--- src/hdl/lbcd_pkg.sv ---
// ----------------------------------------------------------------------------
// lbcd_pkg
// Shared types and codes for the LRU block cache directory.
// ----------------------------------------------------------------------------
package lbcd_pkg;

	localparam int USER_W = 31;
	localparam int BLOCK_W = 31;
	localparam int SLOT_W = 6;
	localparam int CFG_W = 7;
	localparam int STAT_W = 32;

	localparam logic [1:0] OP_LOOKUP = 2'd0;
	localparam logic [1:0] OP_STORE = 2'd1;
	localparam logic [1:0] OP_CLR_CACHE = 2'd2;
	localparam logic [1:0] OP_CLR_STATS = 2'd3;

	localparam logic [1:0] KIND_DATA = 2'd1;
	localparam logic [1:0] KIND_INDEX = 2'd2;

	localparam logic [CFG_W-1:0] CFG_ENTRIES_RST = 7'd64;
	localparam logic [STAT_W-1:0] STAT_MAX = '1;

	typedef struct packed {
		logic [1:0] operation;
		logic [USER_W-1:0] user_id;
		logic [BLOCK_W-1:0] block_id;
		logic [1:0] access_kind;
	} req_t;

	typedef struct packed {
		logic [STAT_W-1:0] request_count;
		logic [STAT_W-1:0] data_page_count;
		logic [STAT_W-1:0] index_page_count;
		logic [STAT_W-1:0] sequential_count;
		logic [STAT_W-1:0] random_count;
	} stats_t;

	typedef struct packed {
		logic hit;
		logic [SLOT_W-1:0] slot;
		logic evicted;
		logic [STAT_W-1:0] request_count;
		logic [STAT_W-1:0] data_page_count;
		logic [STAT_W-1:0] index_page_count;
		logic [STAT_W-1:0] sequential_count;
		logic [STAT_W-1:0] random_count;
	} rsp_t;

	typedef struct packed {
		logic hit;
		logic empty;
	} scan_flags_t;

endpackage

--- src/hdl/lbcd_scan.sv ---
// ----------------------------------------------------------------------------
// lbcd_scan
// Per-slot evaluation of the read stream: first match, first empty slot and
// oldest stamp (lowest index on a tie).
// ----------------------------------------------------------------------------
module lbcd_scan #(
	parameter int ENTRIES = 64,
	parameter int STAMP_BITS = 48
) (
	input  logic                        clk,
	input  logic                        arst_n,
	input  logic                        start,
	input  logic                        dv,
	input  logic [$clog2(ENTRIES)-1:0]  idx,
	input  logic                        ent_valid,
	input  logic [lbcd_pkg::USER_W-1:0]  ent_user,
	input  logic [lbcd_pkg::BLOCK_W-1:0] ent_block,
	input  logic [STAMP_BITS-1:0]       ent_stamp,
	input  logic [lbcd_pkg::USER_W-1:0]  key_user,
	input  logic [lbcd_pkg::BLOCK_W-1:0] key_block,
	output lbcd_pkg::scan_flags_t       flags,
	output logic [$clog2(ENTRIES)-1:0]  hit_idx,
	output logic [$clog2(ENTRIES)-1:0]  empty_idx,
	output logic [$clog2(ENTRIES)-1:0]  lru_idx
);
	import lbcd_pkg::*;

	localparam int IDX_W = $clog2(ENTRIES);

	logic                  hit_q;
	logic                  empty_q;
	logic                  first_q;
	logic [IDX_W-1:0]      hit_idx_q;
	logic [IDX_W-1:0]      empty_idx_q;
	logic [IDX_W-1:0]      lru_idx_q;
	logic [STAMP_BITS-1:0] lru_stamp_q;
	logic                  match;

	assign match = ent_valid && (ent_user == key_user) && (ent_block == key_block);

	always_ff @(posedge clk or negedge arst_n) begin
		if (!arst_n) begin
			hit_q <= 1'b0;
			empty_q <= 1'b0;
			first_q <= 1'b1;
		end else if (start) begin
			hit_q <= 1'b0;
			empty_q <= 1'b0;
			first_q <= 1'b1;
		end else if (dv) begin
			first_q <= 1'b0;
			if (match && !hit_q) begin
				hit_q <= 1'b1;
			end
			if (!ent_valid && !empty_q) begin
				empty_q <= 1'b1;
			end
		end
	end

	always_ff @(posedge clk) begin
		if (dv) begin
			if (match && !hit_q) begin
				hit_idx_q <= idx;
			end
			if (!ent_valid && !empty_q) begin
				empty_idx_q <= idx;
			end
			if (first_q || (ent_stamp < lru_stamp_q)) begin
				lru_idx_q <= idx;
				lru_stamp_q <= ent_stamp;
			end
		end
	end

	assign flags.hit = hit_q;
	assign flags.empty = empty_q;
	assign hit_idx = hit_idx_q;
	assign empty_idx = empty_idx_q;
	assign lru_idx = lru_idx_q;

endmodule

--- config.mk ---
export PLATFORM = sky130hd
export DESIGN_NAME = lbcd_scan
export DESIGN_NICKNAME = d
export VERILOG_FILES = /design/src/hdl/lbcd_pkg.sv /design/src/hdl/lbcd_scan.sv
export SDC_FILE = /design/constraint.sdc
export NUM_CORES = 1
export LEC_CHECK = 0
export BUFFER_PORTS_ARGS = -buffer_cell sky130_fd_sc_hd__buf_2
export CAP_MARGIN = 20
export CORE_MARGIN = 2
export CORE_UTILIZATION = 45
export CTS_BUF_LIST = sky130_fd_sc_hd__clkbuf_8
export CTS_CLUSTER_DIAMETER = 40
export DETAILED_ROUTE_END_ITERATION = 10
export HOLD_SLACK_MARGIN = 0.12
export MAX_ROUTING_LAYER = met4
export PLACE_DENSITY_LB_ADDON = 0.15
export SETUP_SLACK_MARGIN = 0.5
export SLEW_MARGIN = 25
export SYNTH_ARGS = -nofsm -noshare
export SYNTH_HDL_FRONTEND = slang
export SYNTH_SLANG_ARGS = --single-unit
--- constraint.sdc ---
create_clock -name clk -period 5.3 [get_ports clk]
set_input_delay 0.53 -clock clk [delete_from_list [all_inputs] [get_ports clk]]
set_output_delay 0.53 -clock clk [all_outputs]
set_load 0.1 [all_outputs]
==> results of run 1 <==
==> kinds of logic (layout without fill, tap and decap cells) <==
kind of cell | after synthesis | after routing | share of synthesized area [%]
AOI/OAI and AO/OA | 44 | 44 | 7.27
xor gates and xnor gates | 62 | 62 | 13.7
adders and majority gates | 47 | 47 | 14.8
buffers and inverters | 52 | 270 | 5.10
DFF | 69 | 69 | 51.8
and+or+nand+nor | 52 | 52 | 7.40
==> metrics by stage <==
stage,cells,hold slack [ns],setup WS (ns),util [%],area (um^2)
after floorplan,326,0.234,1.63,-,3980
after global placement,635,0.327,1.90,59.4,5130
after detailed placement,635,0.329,1.78,59.5,5140
after CTS,652,0.362,2.08,61.9,5350
after global routing,652,0.366,1.88,61.9,5350
final,652,0.377,2.13,61.9,5350
==> power by group through the flow <==
| stage | clock network [mW] | registers [mW] | logic, mW |
|---|---|---|---|
| after floorplan | 0 | 0.692 | 0.131 |
| after global placement | 0 | 0.655 | 0.277 |
| after detailed placement | 0 | 0.656 | 0.285 |
| after CTS | 0.437 | 0.644 | 0.288 |
| after global routing | 0.461 | 0.647 | 0.314 |
| final | 0.426 | 0.644 | 0.284 |
==> worst register-to-register path, cell delays in order (launching register included) <==
cell and delay, ns:
edfxtp_1 0.36, inv_1 0.07, ha_1 0.24, nand4_1 0.15, nor3_1 0.12, a22o_1 0.21, o41ai_1 0.29, o211ai_1 0.19
a41oi_4 0.63, buf_4 0.55
==> routing by layer <==
metal	routed length (um)	up-vias
li1	-	1609
met3	506	18
met4	212	0
met2	5000	110
met5	0	-
met1	3750	1407
==> sequential cells by signal, summed over array words and instances, names as in the netlist <==
register,flops
lru_stamp_q,48
empty_idx,6
hit_idx,6
lru_idx,6
empty_q,1
first_q,1
hit_q,1
==> how the worst max path moves through the flow <==
stage,start,endpoint,cells past startpoint
detailed placement,ent_stamp[38],lru_idx[0],9
global route,lru_stamp_q[38],lru_stamp_q[20],9
global placement,ent_stamp[38],lru_idx[2],9
floorplan,ent_stamp[38],lru_idx[0],7
finish,lru_stamp_q[38],lru_stamp_q[0],9
CTS,lru_stamp_q[38],lru_stamp_q[20],9
==> repair_timing <==
action / 4_1_cts / 5_1_grt
hold endpoints to repair: 2 / 0
setup buffers: 0 / 0
hold buffers: 1 / 0
==> cells in the final DEF (no fill, tap or decap), types with 3 or more instances in the layout <==
cell type,netlist,layout
a21oi_1,16,16
inv_1,49,49
ha_1,47,47
nand2_1,8,8
o21ai_0,4,4
edfxtp_1,66,66
a21o_1,7,7
nor2_1,4,4
xnor2_1,61,61
nand3_1,7,7
clkbuf_8,0,9
nor4_1,4,4
nand4_1,23,23
a211oi_1,3,3
buf_2,0,202
==> area by class of cell <==
type                            instances  area, um^2
Inverter                               50         188
Multi-Input combinational cell        205        1740
Timing Repair Buffer                  204        1030
Sequential cell                        69        2060
Tap cell                              108         135
Clock buffer                            9         124
Clock inverter                          7        73.8
Fill cell                             738        3290
==> impl_metrics.ini, run 1 <==
[run_status]
outcome = finished, final reports clean

[cells_and_area]
layout-drive-gt1-share_pct = 41.5
syn_to_final_growth_pct = 34.5
antenna_cells = 0
nets = 769

[die]
die_x_um = 98.0
ioPinCount = 203
rows = 34
start_util_pct = 46.0
core_area_um2 = 8640
die_height_um = 98.0
die_area_um2 = 9600

[routing]
wl_per_cell_um = 14.5
ant_nets = 0
viasPerCell = 4.82
drt_iter0_drc = 60
firstDrtPassIters = 4
wl_um = 9470
remaining_drc_errors = 0
vias = 3144

[synth]
yosys.area.top_type = edfxtp_1
ys_types = 34
synth_ff_type = edfxtp_1
synth_edf_count = 66
ys_top_cells_by_count = 66 x edfxtp_1, 61 x xnor2_1, 49 x inv_1
synth_cells = 326
synth_most_common_cell = edfxtp_1
netlist_area_um2 = 3980
synthArstFlopShare_pct = 4.35
yosysSeqAreaShare_pct = 51.8
syn-num-nets = 556
synth-seq-cells = 69
synth_top_area_share_pct = 49.9
syn_avg_cell_area_um2 = 12.2
ys.warnings.count = 0
ys_top_cells_by_area = edfxtp_1 50%, ha_1 15%, xnor2_1 13%

[timing]
finalSetupViolations = 0
finalCritPeriodShare_pct = 59.8
fmax_ghz = 0.316
tightestPinTransition_ns = 0.711
setup-tns-final_ns = 0
rsz0062_at_grt = false
timing.final.hold_violations = 0
slew_headroom_pct = 52.4
maxSlewViolCount = 0
fin_skew_ns = 0.0167
finalCriticalPeriod_ns = 3.17

[grt]
grtUsageTotal_pct = 20.4
grt-ovfl-total = 0
grt_antenna_before_repair = 0
use_met1_pct = 22.3
top_usage_layer = met2
grt_pass1_wl_um = 15000
use_met3_pct = 3.15
grt_pass1_vias = 3416
use_met2_pct = 36.9
grt_start_max_net_pins = 38

[clock_tree]
cts_buffer_depth = 2
path_clk_slew_ns = 0.08
root_buffer = clkbuf_8
ctsResizeCount = 0
clock_sinks = 69
cts-htree-levels = 3
cts_tree = done
clk_latency_ns = 0.34
cts_buffers = 9

[worst_setup_path]
r2r-end = lru_stamp_q[0]
end_kind = register
cp_data_required_time_ns = 5.28
arrival_ns = 3.15
cpLargestDelayFamily = compound AO/OA/AOI/OAI gates
reg2reg_depth = 9
slowest_stage = a41oi_4
critical_path_class = register to register
crit_fanout = 37
start_kind = register
reg2reg_from = lru_stamp_q[38]
cp_slowest_stage_delay_ns = 0.63
cp_num_buf_inv = 2
crit_chain = inv_1 -> ha_1 -> nand4_1 -> nor3_1 -> a22o_1 -> o41ai_1 -> o211ai_1 -> a41oi_4 -> buf_4
r2r_setup_slack_ns = 2.13

[pwr]
comb_power_share_pct = 21.0
ir_drop_v = 0.000118
p_leak_nw = 2.52
p_sw_mw = 0.372
power_density_nw_per_um2 = 253
p_total_mw = 1.35
pwr-share-seq_pct = 47.5
clkPwrFrac_pct = 31.5
sw_frac_of_total_pct = 27.5
p_int_mw = 0.982

[placement]
dp.final_hpwl_um = 8120
place.gp.congestion = 0.832
io_buffers = 202

[min_path]
worst_hold_path.num_cells = 2
worst_hold_startpoint = start
holdPathEnd = empty_q
hp-class = primary input to register

[job]
max-cap-violations = 0
No activity file was read; power rests on OpenSTA's default activity.
==> inputs of run 2 (changes only) <==
- CORE_UTILIZATION: 45 -> 43
- clock period: 5.3 -> 2.7 ns (I/O delays scaled with it)
==> run 2 against run 1 <==
Design area rose by 14%. Clock power rose by 110%. Worst setup slack got worse by 1.8 ns. Fmax rose by 32%. Combinational power rose by 140%. Critical path type unchanged. Largest power group unchanged.
==> impl_metrics.ini, run 2 (synthesis results as in run 1) <==
[cells_and_area]
fin_area_um2 = 6090
largest_reg_flops = 48
syn_to_final_growth_pct = 53.2
antenna_cells = 0
regMostFlops = lru_stamp_q
layout-drive-gt1-share_pct = 41.6
final_common_cell = buf_2
nets = 824
instances_no_fill = 710
layout_common_cells = 202 x buf_2, 66 x edfxtp_1, 61 x xnor2_1

[routing]
wl_um = 10200
viasPerCell = 4.76
ant_nets = 0
vias = 3377
drt_iter0_drc = 44
firstDrtPassIters = 4
remaining_drc_errors = 0
wl_per_cell_um = 14.4

[timing]
timing.final.hold_violations = 0
fin_skew_ns = 0.0103
finalSetupViolations = 0
finalCritPeriodShare_pct = 89.2
maxSlewViolCount = 0
slew_headroom_pct = 66.4
rsz0062_at_grt = true
setup-tns-final_ns = 0
finalCriticalPeriod_ns = 2.41
tightestPinTransition_ns = 0.507
fmax_ghz = 0.415

[grt]
grt-ovfl-total = 0
grt_antenna_before_repair = 0
grt_pass1_vias = 3558
grtUsageTotal_pct = 21.7
grt_pass1_wl_um = 16400
grt_start_max_net_pins = 19

[die]
ioPinCount = 203
core_area_um2 = 9110
die_x_um = 100
die_area_um2 = 10000
rows = 35
die_height_um = 100
start_util_pct = 43.6

[clock_tree]
clk_latency_ns = 0.34
path_clk_slew_ns = 0.08
root_buffer = clkbuf_8
cts_buffer_depth = 2
cts-htree-levels = 3
cts_tree = done
cts_buffers = 9
clock_sinks = 69

[job]
max-cap-violations = 0

[worst_setup_path]
cp_slowest_stage_delay_ns = 0.36
crit_chain = inv_1 -> ha_4 -> nand4_1 -> nor3_4 -> a22o_1 -> o41ai_2 -> o211ai_1 -> a41oi_4 -> buf_6 -> buf_16
start_kind = register
crit_fanout = 9
cp_data_required_time_ns = 2.76
arrival_ns = 2.47
r2r_setup_slack_ns = 0.29
slowest_stage = edfxtp_1
end_kind = register
critical_path_class = register to register

[placement]
dp_cells = 641
dp.final_hpwl_um = 8020
post_dp_cell_area_um2 = 5190
place.gp.congestion = 0.807
io_buffers = 202

[run_status]
outcome = finished, final reports clean

[pwr]
p_leak_nw = 2.81
ir_drop_v = 0.000254
power_density_nw_per_um2 = 466

[min_path]
hp-class = primary input to register
## run 2: final cells by class
| class | instances | area [um^2] |
|---|---|---|
| fill | 778 | 3020 |
| sequential | 69 | 2060 |
| multi-input combinational | 205 | 1850 |
| timing repair buffer | 259 | 1640 |
| inverter | 50 | 188 |
| tap | 111 | 139 |
| clock buffer | 9 | 124 |
| clock inverter | 7 | 88.8 |
## run 2: layer usage
layer,global-route usage (%),routed length (um),vias up
met1,24.0,4010,1527
met4,7.80,230,0
met2,38.9,5460,111
met3,4.11,524,18
li1,-,-,1721
met5,-,0,-
## run 2: final timing paths
check	from	to	cells past startpoint
worst min-delay path	ent_stamp[43]	lru_stamp_q[43]	1
worst max-delay path	lru_stamp_q[34]	lru_stamp_q[5]	10
worst min register to register	hit_q	hit_q	1
min in group asynchronous	arst_n	hit_q	2
worst max register to register	lru_stamp_q[34]	lru_stamp_q[5]	10
max in group asynchronous	arst_n	first_q	2
## run 2: worst max-delay path, delay by kind of cell (launching register included)
family / cells / cell delay, ns
adders and majority gates: 1 / 0.20
and+or+nand+nor: 2 / 0.24
buffers and inverters: 3 / 0.43
AOI/OAI and AO/OA: 4 / 0.89
DFF: 1 / 0.36
## run 2: through the flow
step                setup WS, ns  hold slack [ns]  utilization (%)  power [mW]
finish                     0.292            0.133             66.8        2.84
global route               0.145            0.120             66.8        2.98
floorplan                 -0.223          -0.0256                -        1.62
global placement           0.190           0.0680             57.0        1.84
CTS                        0.332            0.120             66.0        2.86
detailed placement         0.165           0.0696             57.0        1.85
## run 2: power by group
part | switching [mW] | total [mW] | leakage (nW) | internal, mW
Combinational | 0.336 | 0.673 | 2.04 | 0.338
Sequential | 0.0162 | 1.26 | 0.670 | 1.25
Clock | 0.388 | 0.903 | 0.105 | 0.515
## run 2: repair_timing
item,in CTS,in global routing
setup endpoints to repair,54,54
hold endpoints to repair,47,11
pin swaps,3,0
setup buffers,4,0
gates cloned,3,0
resized for setup,24,0
hold buffers,38,8
