`src/hdl/lbcd_pkg.sv`:
```
// ----------------------------------------------------------------------------
// lbcd_pkg
// Shared types and codes for the LRU block cache directory.
// ----------------------------------------------------------------------------
package lbcd_pkg;

	localparam int USER_W = 31;
	localparam int BLOCK_W = 31;
	localparam int SLOT_W = 6;
	localparam int CFG_W = 7;
	localparam int STAT_W = 32;

	localparam logic [1:0] OP_LOOKUP = 2'd0;
	localparam logic [1:0] OP_STORE = 2'd1;
	localparam logic [1:0] OP_CLR_CACHE = 2'd2;
	localparam logic [1:0] OP_CLR_STATS = 2'd3;

	localparam logic [1:0] KIND_DATA = 2'd1;
	localparam logic [1:0] KIND_INDEX = 2'd2;

	localparam logic [CFG_W-1:0] CFG_ENTRIES_RST = 7'd64;
	localparam logic [STAT_W-1:0] STAT_MAX = '1;

	typedef struct packed {
		logic [1:0] operation;
		logic [USER_W-1:0] user_id;
		logic [BLOCK_W-1:0] block_id;
		logic [1:0] access_kind;
	} req_t;

	typedef struct packed {
		logic [STAT_W-1:0] request_count;
		logic [STAT_W-1:0] data_page_count;
		logic [STAT_W-1:0] index_page_count;
		logic [STAT_W-1:0] sequential_count;
		logic [STAT_W-1:0] random_count;
	} stats_t;

	typedef struct packed {
		logic hit;
		logic [SLOT_W-1:0] slot;
		logic evicted;
		logic [STAT_W-1:0] request_count;
		logic [STAT_W-1:0] data_page_count;
		logic [STAT_W-1:0] index_page_count;
		logic [STAT_W-1:0] sequential_count;
		logic [STAT_W-1:0] random_count;
	} rsp_t;

	typedef struct packed {
		logic hit;
		logic empty;
	} scan_flags_t;

endpackage

```
`src/hdl/lbcd_stats.sv`:
```
// ----------------------------------------------------------------------------
// lbcd_stats
// Saturating request and page statistics, with previous-store tracking for
// the sequential versus random split.
// ----------------------------------------------------------------------------
module lbcd_stats (
	input  logic                        clk,
	input  logic                        arst_n,
	input  logic                        upd,
	input  logic [1:0]                  op,
	input  logic [1:0]                  kind,
	input  logic [lbcd_pkg::USER_W-1:0]  user,
	input  logic [lbcd_pkg::BLOCK_W-1:0] block,
	output lbcd_pkg::stats_t            cnt_next
);
	import lbcd_pkg::*;

	stats_t             cnt_q;
	logic [USER_W-1:0]  prev_user_q;
	logic [BLOCK_W-1:0] prev_block_q;
	logic               prev_valid_q;
	logic               near;
	logic               seq;
	logic [BLOCK_W:0]   prev_ext;
	logic [BLOCK_W:0]   blk_ext;

	function automatic logic [STAT_W-1:0] bump(input logic [STAT_W-1:0] v);
		return (v == STAT_MAX) ? v : v + 1'b1;
	endfunction

	assign prev_ext = {1'b0, prev_block_q};
	assign blk_ext = {1'b0, block};
	assign near = (prev_ext == blk_ext) || (prev_ext + 1'b1 == blk_ext)
		|| (blk_ext + 1'b1 == prev_ext);
	assign seq = prev_valid_q && (prev_user_q == user) && near;

	always_comb begin
		cnt_next = cnt_q;
		case (op)
			OP_LOOKUP: begin
				cnt_next.request_count = bump(cnt_q.request_count);
			end
			OP_STORE: begin
				if (kind == KIND_DATA) begin
					cnt_next.data_page_count = bump(cnt_q.data_page_count);
				end else if (kind == KIND_INDEX) begin
					cnt_next.index_page_count = bump(cnt_q.index_page_count);
				end
				if (seq) begin
					cnt_next.sequential_count = bump(cnt_q.sequential_count);
				end else begin
					cnt_next.random_count = bump(cnt_q.random_count);
				end
			end
			OP_CLR_STATS: begin
				cnt_next = '0;
			end
			default: begin
				cnt_next = cnt_q;
			end
		endcase
	end

	always_ff @(posedge clk or negedge arst_n) begin
		if (!arst_n) begin
			cnt_q <= '0;
			prev_user_q <= '0;
			prev_block_q <= '0;
			prev_valid_q <= 1'b0;
		end else if (upd) begin
			cnt_q <= cnt_next;
			if (op == OP_STORE) begin
				prev_user_q <= user;
				prev_block_q <= block;
				prev_valid_q <= 1'b1;
			end else if (op == OP_CLR_CACHE) begin
				prev_valid_q <= 1'b0;
			end
		end
	end

endmodule
```
`config.mk`:
```
export PLATFORM = sky130hd
export DESIGN_NAME = lbcd_stats
export DESIGN_NICKNAME = d
export VERILOG_FILES = /design/src/hdl/lbcd_pkg.sv /design/src/hdl/lbcd_stats.sv
export SDC_FILE = /design/constraint.sdc
export NUM_CORES = 1
export LEC_CHECK = 0
export BUFFER_PORTS_ARGS = -buffer_cell sky130_fd_sc_hd__buf_2
export CORE_MARGIN = 3
export CORE_UTILIZATION = 48
export DETAILED_ROUTE_END_ITERATION = 8
export GPL_TIMING_DRIVEN = 0
export HOLD_SLACK_MARGIN = 0.05
export PLACE_DENSITY_LB_ADDON = 0.3
export SLEW_MARGIN = 10
export SYNTH_ARGS = -nofsm -noshare
export SYNTH_HDL_FRONTEND = slang
export SYNTH_SLANG_ARGS = --single-unit
```
`constraint.sdc`:
```
create_clock -name clk -period 4.6 [get_ports clk]
set_clock_uncertainty 0.1 [all_clocks]
set_input_delay 0.69 -clock clk [delete_from_list [all_inputs] [get_ports clk]]
set_output_delay 0.69 -clock clk [all_outputs]
set_load 0.005 [all_outputs]
```
==> flow_summary.yaml, run 1 <==
cts:
  h-tree-depth: 1
  clkSinkCount: 223
  ctsLongestPathBuffers: 3
  cts_tree: "done"
  cts_inserted_buffers: 28
  cts_root_buf: "clkbuf_16"
  clkLatencyLatePin_ps: 570
  path_clk_slew_ps: 60
logic_synthesis:
  synth_seq_cells: 223
  syn_avg_cell_area_um2: 8.21
  yosys_warnings: 0
  ys_seq_area_share_pct: 33.8
  syn_area_um2: 16500
  synth_top_area_share_pct: 33.8
  ys.flop_type: "dfrtp_1"
  synth.net_count: 2092
  synthTopCellsByArea: "dfrtp_1 (34%), mux2_2 (6.3%), nand2_1 (6.0%)"
  synthCells: 2013
  synthArstFlopShare_pct: 100
  synth_area_leader_cell: "dfrtp_1"
  synth-edff-count: 0
  synth.distinct_cells: 85
grt:
  antenna_found_initial: 6
  grt_pass1_vias: 17000
  grt_pass1_wl_um: 93800
  overflow: 0
  grt_max_degree: 104
  grtUsageTotal_pct: 32.2
drt:
  drtIter0Drc: 2088
  vias: 18200
  ant_nets: 0
  drt_pass1_iterations: 6
  drc_errors: 0
  wl_per_cell_um: 22.0
  routed_wl_um: 62400
  viasPerCell: 6.41
setup_path:
  critPathKind: "flip-flop to output port"
  path_max_fanout: 8
  cp.arrival_ps: 4120
  cp_data_required_time_ps: 3810
  end_kind: "output port"
  cp-start-kind: "flip-flop"
status:
  violations: "setup timing"
  status: "finished with violations"
flow_run:
  maxCapViolCount: 0
sta:
  final-setup-viol-count: 60
  hold_viol_final: 0
  rsz0062_at_grt: "true"
  timing.fmax_ghz: 0.204
  post-route-period-util_pct: 107
  worstMarginPinSlew_ps: 988
  slew_headroom_pct: 34.1
  period_minus_slack_ps: 4910
  whs_ps: 287
  drv_slew: 0
  setup_ws_ps: -308
cells_and_area:
  drive_above_1_share_pct: 27.8
  final_nets: 2441
  area_delta_synth_final_pct: 27.5
  final_cell_mix: "nand2_1 (255), buf_2 (219), dfrtp_1 (218)"
  layout.cells.most_common: "nand2_1"
power_and_ir_drop:
  power_per_cell_area_nw_per_um2: 281
  leakage_nw: 9.33
  vdd_drop_max_uv: 254
die:
  core_um2: 33700
  io_pins: 229
  rows: 67
  dieArea_um2: 36700
  die_h_um: 192
  start_util_pct: 49.0
  die_w_um: 192
place:
  port-buffer-count: 218
  dp_slack_ps: -1270
  place.gp.congestion: 0.963
  post-dp-hpwl_um: 43600
min_path:
  hp-class: "input pin to flip-flop"
-- metal layers --
| metal | vias up | part of all wire, % | routed length (um) | track usage [%] |
|---|---|---|---|---|
| li1 | 8179 | - | - | - |
| met3 | 208 | 9.9 | 6160 | 7.15 |
| met5 | - | 0.091 | 57 | 0 |
| met1 | 8746 | 40 | 24900 | 42.2 |
| met2 | 1007 | 45 | 28200 | 50.5 |
| met4 | 10 | 5.1 | 3190 | 15.3 |
-- sequential cells by signal (all words and copies together) (netlist names) --
signal	cells
prev_valid_q	1
prev_block_q	31
prev_user_q	31
cnt_q	160
-- worst max-delay path, cell delays in order (launching register included) --
cell and delay (ps):
dfrtp_2 390, ha_4 130, nand4_1 80, buf_6 160
buf_6 120, nor4_4 370, mux2_4 350, a31oi_4 210
o221ai_4 170, nor4_4 260, buf_4 200, a21boi_4 60
and2_4 170, buf_8 140, buf_12 140, buf_4 140
a41o_1 230, o21ai_2 80, buf_6 130
-- per-stage QoR --
step / setup TNS, ps / instance area [um2] / total power (W) / utilization (%) / cells
floorplan: 0 / 16500 / 0.00302 / - / 2013
global placement: -431600 / 18200 / 0.00344 / 53.9 / 2679
detailed placement: -95400 / 18200 / 0.00347 / 54.1 / 2681
CTS: -11600 / 20300 / 0.00587 / 60.3 / 2798
global route: -18010 / 21100 / 0.00614 / 62.5 / 2833
finish: -10030 / 21100 / 0.00592 / 62.5 / 2833
-- Yosys cell counts (10+ instances only) --
master    instances
nand2b_1         12
inv_1            37
clkbuf_1         89
and4_1           28
o31ai_1          29
o21ai_0         110
xnor2_1          76
nor4_1           35
a31oi_1          40
and2_1           32
nand4_1          75
xor2_1           43
or2_2            17
a21oi_1          50
o21ai_1          10
buf_2            19
mux2_2           93
mux2i_1          30
o211ai_1         38
nand2_1         264
nand3_1         192
dfrtp_1         223
a211o_1          12
ha_1             10
or4_1            38
nor2_1          129
and3_1           63
or3_1            31
nor3_1           33
-- final timing paths --
kind / start / end / slack (ps) / cells after the start
min in group asynchronous: arst_n / cnt_q[50] / 530 / 2
min: user[9] / prev_user_q[9] / 290 / 2
min reg2reg: prev_user_q[25] / prev_user_q[25] / 430 / 1
max in group asynchronous: arst_n / prev_block_q[27] / 2960 / 3
max: prev_block_q[0] / cnt_next[5] / -310 / 18
max reg2reg: prev_block_q[0] / cnt_q[35] / -130 / 29
-- cell type report --
cell class | count | area (um2)
antenna | 1 | 2.50
clock inverter | 9 | 97.6
clock buffer | 43 | 848
tap | 448 | 561
multi-input combinational | 1631 | 11100
inverter | 38 | 143
fill | 2958 | 12600
sequential | 223 | 5590
buffer | 112 | 637
timing repair buffer | 328 | 2090
-- repair_timing --
| action | CTS | global route |
|---|---|---|
| hold endpoints to repair | 45 | 0 |
| resized for setup | 160 | 94 |
| setup endpoints to repair | 105 | 78 |
| setup buffers | 69 | 35 |
| gates cloned | 2 | 4 |
| pin swaps | 42 | 51 |
| hold buffers | 1 | 0 |
-- where the power goes --
group | total (W) | internal (W) | switching, W
clock | 0.00231 | 0.00137 | 0.000934
combinational | 0.00131 | 0.000525 | 0.000783
sequential | 0.00230 | 0.00211 | 0.000188
-- logic make-up after synthesis --
family	count (synthesis)	share of synthesized area (%)
multiplexers	123	8.16
AO/OA/AOI/OAI	373	15.0
buffers and inverters	160	3.95
adder cells (fa/ha/maj)	10	0.758
flip-flops	223	33.8
AND/OR/NAND/NOR	1005	32.0
XOR/XNOR	119	6.31
No activity file was read; power rests on OpenSTA's default activity.
==> run 2, diff against run 1 <==
- CELL_PAD_IN_SITES_DETAIL_PLACEMENT: unset -> 2
- CELL_PAD_IN_SITES_GLOBAL_PLACEMENT: unset -> 2
- CORE_UTILIZATION: 48 -> 35
- GPL_TIMING_DRIVEN: 0 -> 1
==> run 2 against run 1 <==
The run still ends with setup timing left. Largest cell class unchanged. Clock power rose by 17%. Worst setup slack got worse by 83 ps. Critical path depth fell by 4. Via count fell by 0.99%.
==> flow_summary.yaml, run 2 (synthesized netlist as in run 1, its figures left out) <==
status:
  status: "finished with violations"
  violations: "setup timing"
sta:
  rsz0062_at_grt: "true"
  timing.fmax_ghz: 0.200
  slew_headroom_pct: 34.1
  post-route-period-util_pct: 108
  worstMarginPinSlew_ps: 988
  hold_viol_final: 0
  setup_ws_ps: -391
  final-setup-viol-count: 64
  fin_setup_tns_ps: -13610
  period_minus_slack_ps: 4990
  drv_slew: 0
setup_path:
  path_max_fanout: 10
  cp_common_cell: "buf_6"
  worstPathBufferInverterCount: 4
  cp_top_family: "simple AND/OR/NAND/NOR gates"
  critPathKind: "flip-flop to output port"
  cpPeakStageDelay_ps: 520
  startpoint: "prev_block_q[2]"
  cp_data_required_time_ps: 3810
  cp-start-kind: "flip-flop"
  crit_chain: "nand3_1 > buf_4 > or3_1 > o211ai_1 > and2_0 > nor4bb_1 > nand4b_1 > o41ai_4 > buf_6 > buf_6 > nor3_2 > or3_4 > o311ai_2 > buf_2"
  worstReg2RegStart: "prev_block_q[2]"
  cp.arrival_ps: 4200
  cpMaxStageDelayCell: "dfrtp_1"
  end_kind: "output port"
grt:
  grtUsageTotal_pct: 28.0
  overflow: 0
  grt_pass1_vias: 19800
  grt_pass1_wl_um: 113000
  grt_max_degree: 101
  antenna_found_initial: 8
cells_and_area:
  multi_input_area_um2: 11000
  regMostFlops: "cnt_q"
  reg_top3: "cnt_q (160), prev_block_q (31), prev_user_q (31)"
  layoutNonFillerInstCount: 2979
  final_nets: 2435
  layout.cells.most_common: "nand2_1"
  largest_reg_flops: 160
  fill_cells: 5018
  final_cell_mix: "nand2_1 (255), dfrtp_1 (219), buf_2 (215)"
  seq_area_um2: 5590
  area_delta_synth_final_pct: 30.4
  drive_above_1_share_pct: 29.7
drt:
  vias: 18000
  drt_pass1_iterations: 5
  drc_errors: 0
  routed_wl_um: 74600
  viasPerCell: 6.03
  ant_nets: 0
  drtIter0Drc: 1083
  wl_per_cell_um: 25.0
die:
  io_pins: 229
  die_w_um: 223
  start_util_pct: 35.9
  core_um2: 46000
  die_h_um: 223
  dieArea_um2: 49800
  rows: 78
cts:
  cts_inserted_buffers: 34
  ctsLongestPathBuffers: 3
  path_clk_slew_ps: 60
  clkLatencyLatePin_ps: 560
  clkSinkCount: 223
  holdBufCountCts: 0
  h-tree-depth: 2
  cts_root_buf: "clkbuf_16"
  cts_tree: "done"
power_and_ir_drop:
  p_sw_share_pct: 32.3
  p_int_w: 0.00438
  clkPwrFrac_pct: 41.9
  power.share.sequential_pct: 36.2
  power_per_cell_area_nw_per_um2: 301
  vdd_drop_max_uv: 272
  finalPower_w: 0.00648
  power_frac_comb_pct: 21.9
  leakage_nw: 9.69
  switching_power_w: 0.00209
place:
  place.gp.congestion: 0.931
  post-place-cells: 2867
  port-buffer-count: 228
  post-dp-hpwl_um: 50500
flow_run:
  maxCapViolCount: 0
min_path:
  hp-class: "input pin to async pin"
run 2: cell count changes in the layout (fill, tap and decap cells not counted), moves of 6 or more:
cell       change
buf_1          -6
clkbuf_16      +9
clkbuf_2      -13
nor4_2         -6
nand3_1        +7
buf_4         +85
buf_8          -7
nor4_1         +6
buf_12         +6
clkbuf_1      -70
o31ai_2        -6
run 2: final timing paths:
path	end	slack [ps]	cells past startpoint
max	cnt_next[9]	-390	14
min	cnt_q[51]	20	1
max reg2reg	cnt_q[54]	-280	27
min reg2reg	prev_user_q[10]	430	1
max in group asynchronous	cnt_q[0]	3240	2
min in group clk	prev_user_q[30]	300	2
run 2: final cells by class:
class | count | share of cell area, %
Multi-Input combinational cell | 1632 | 50.8
Sequential cell | 223 | 25.9
Timing Repair Buffer | 427 | 13.8
Clock buffer | 50 | 4.85
Tap cell | 600 | 3.48
Inverter | 38 | 0.674
Clock inverter | 7 | 0.407
Antenna cell | 2 | 0.0232
run 2: per-stage QoR:
stage,cell area (um2),hold WS (ps),worst slack [ps],utilization [%]
detailed placement,19200,411,-271,41.7
global placement,19200,386,-218,41.7
floorplan,16500,294,319,-
finish,21500,22.9,-391,46.9
CTS,20900,120,-423,45.4
global route,21500,102,-524,46.9
run 2: power by group through the flow:
stage | sequential (W) | clock [W] | combinational (W)
finish | 0.00234 | 0.00271 | 0.00142
global route | 0.00236 | 0.00285 | 0.00154
CTS | 0.00233 | 0.00278 | 0.00134
detailed placement | 0.00235 | 0 | 0.00129
global placement | 0.00233 | 0 | 0.00123
floorplan | 0.00226 | 0 | 0.000759
run 2: metal layers:
layer  global-route usage [%]  vias up  wire (um)
li1                         -     8140          -
met1                     33.8     9240      30600
met2                     49.2      431      38100
met3                     6.12      149       3590
met4                     9.19       10       2210
met5                        0        -         69
run 2: what timing repair did:
item                                    4_1_cts  5_1_grt
resized for setup                            76       90
endpoints found under the setup margin       66       71
pin swaps                                    28       48
endpoints found under the hold margin         0        0
cloned                                        4        4
buffers inserted                             29       18
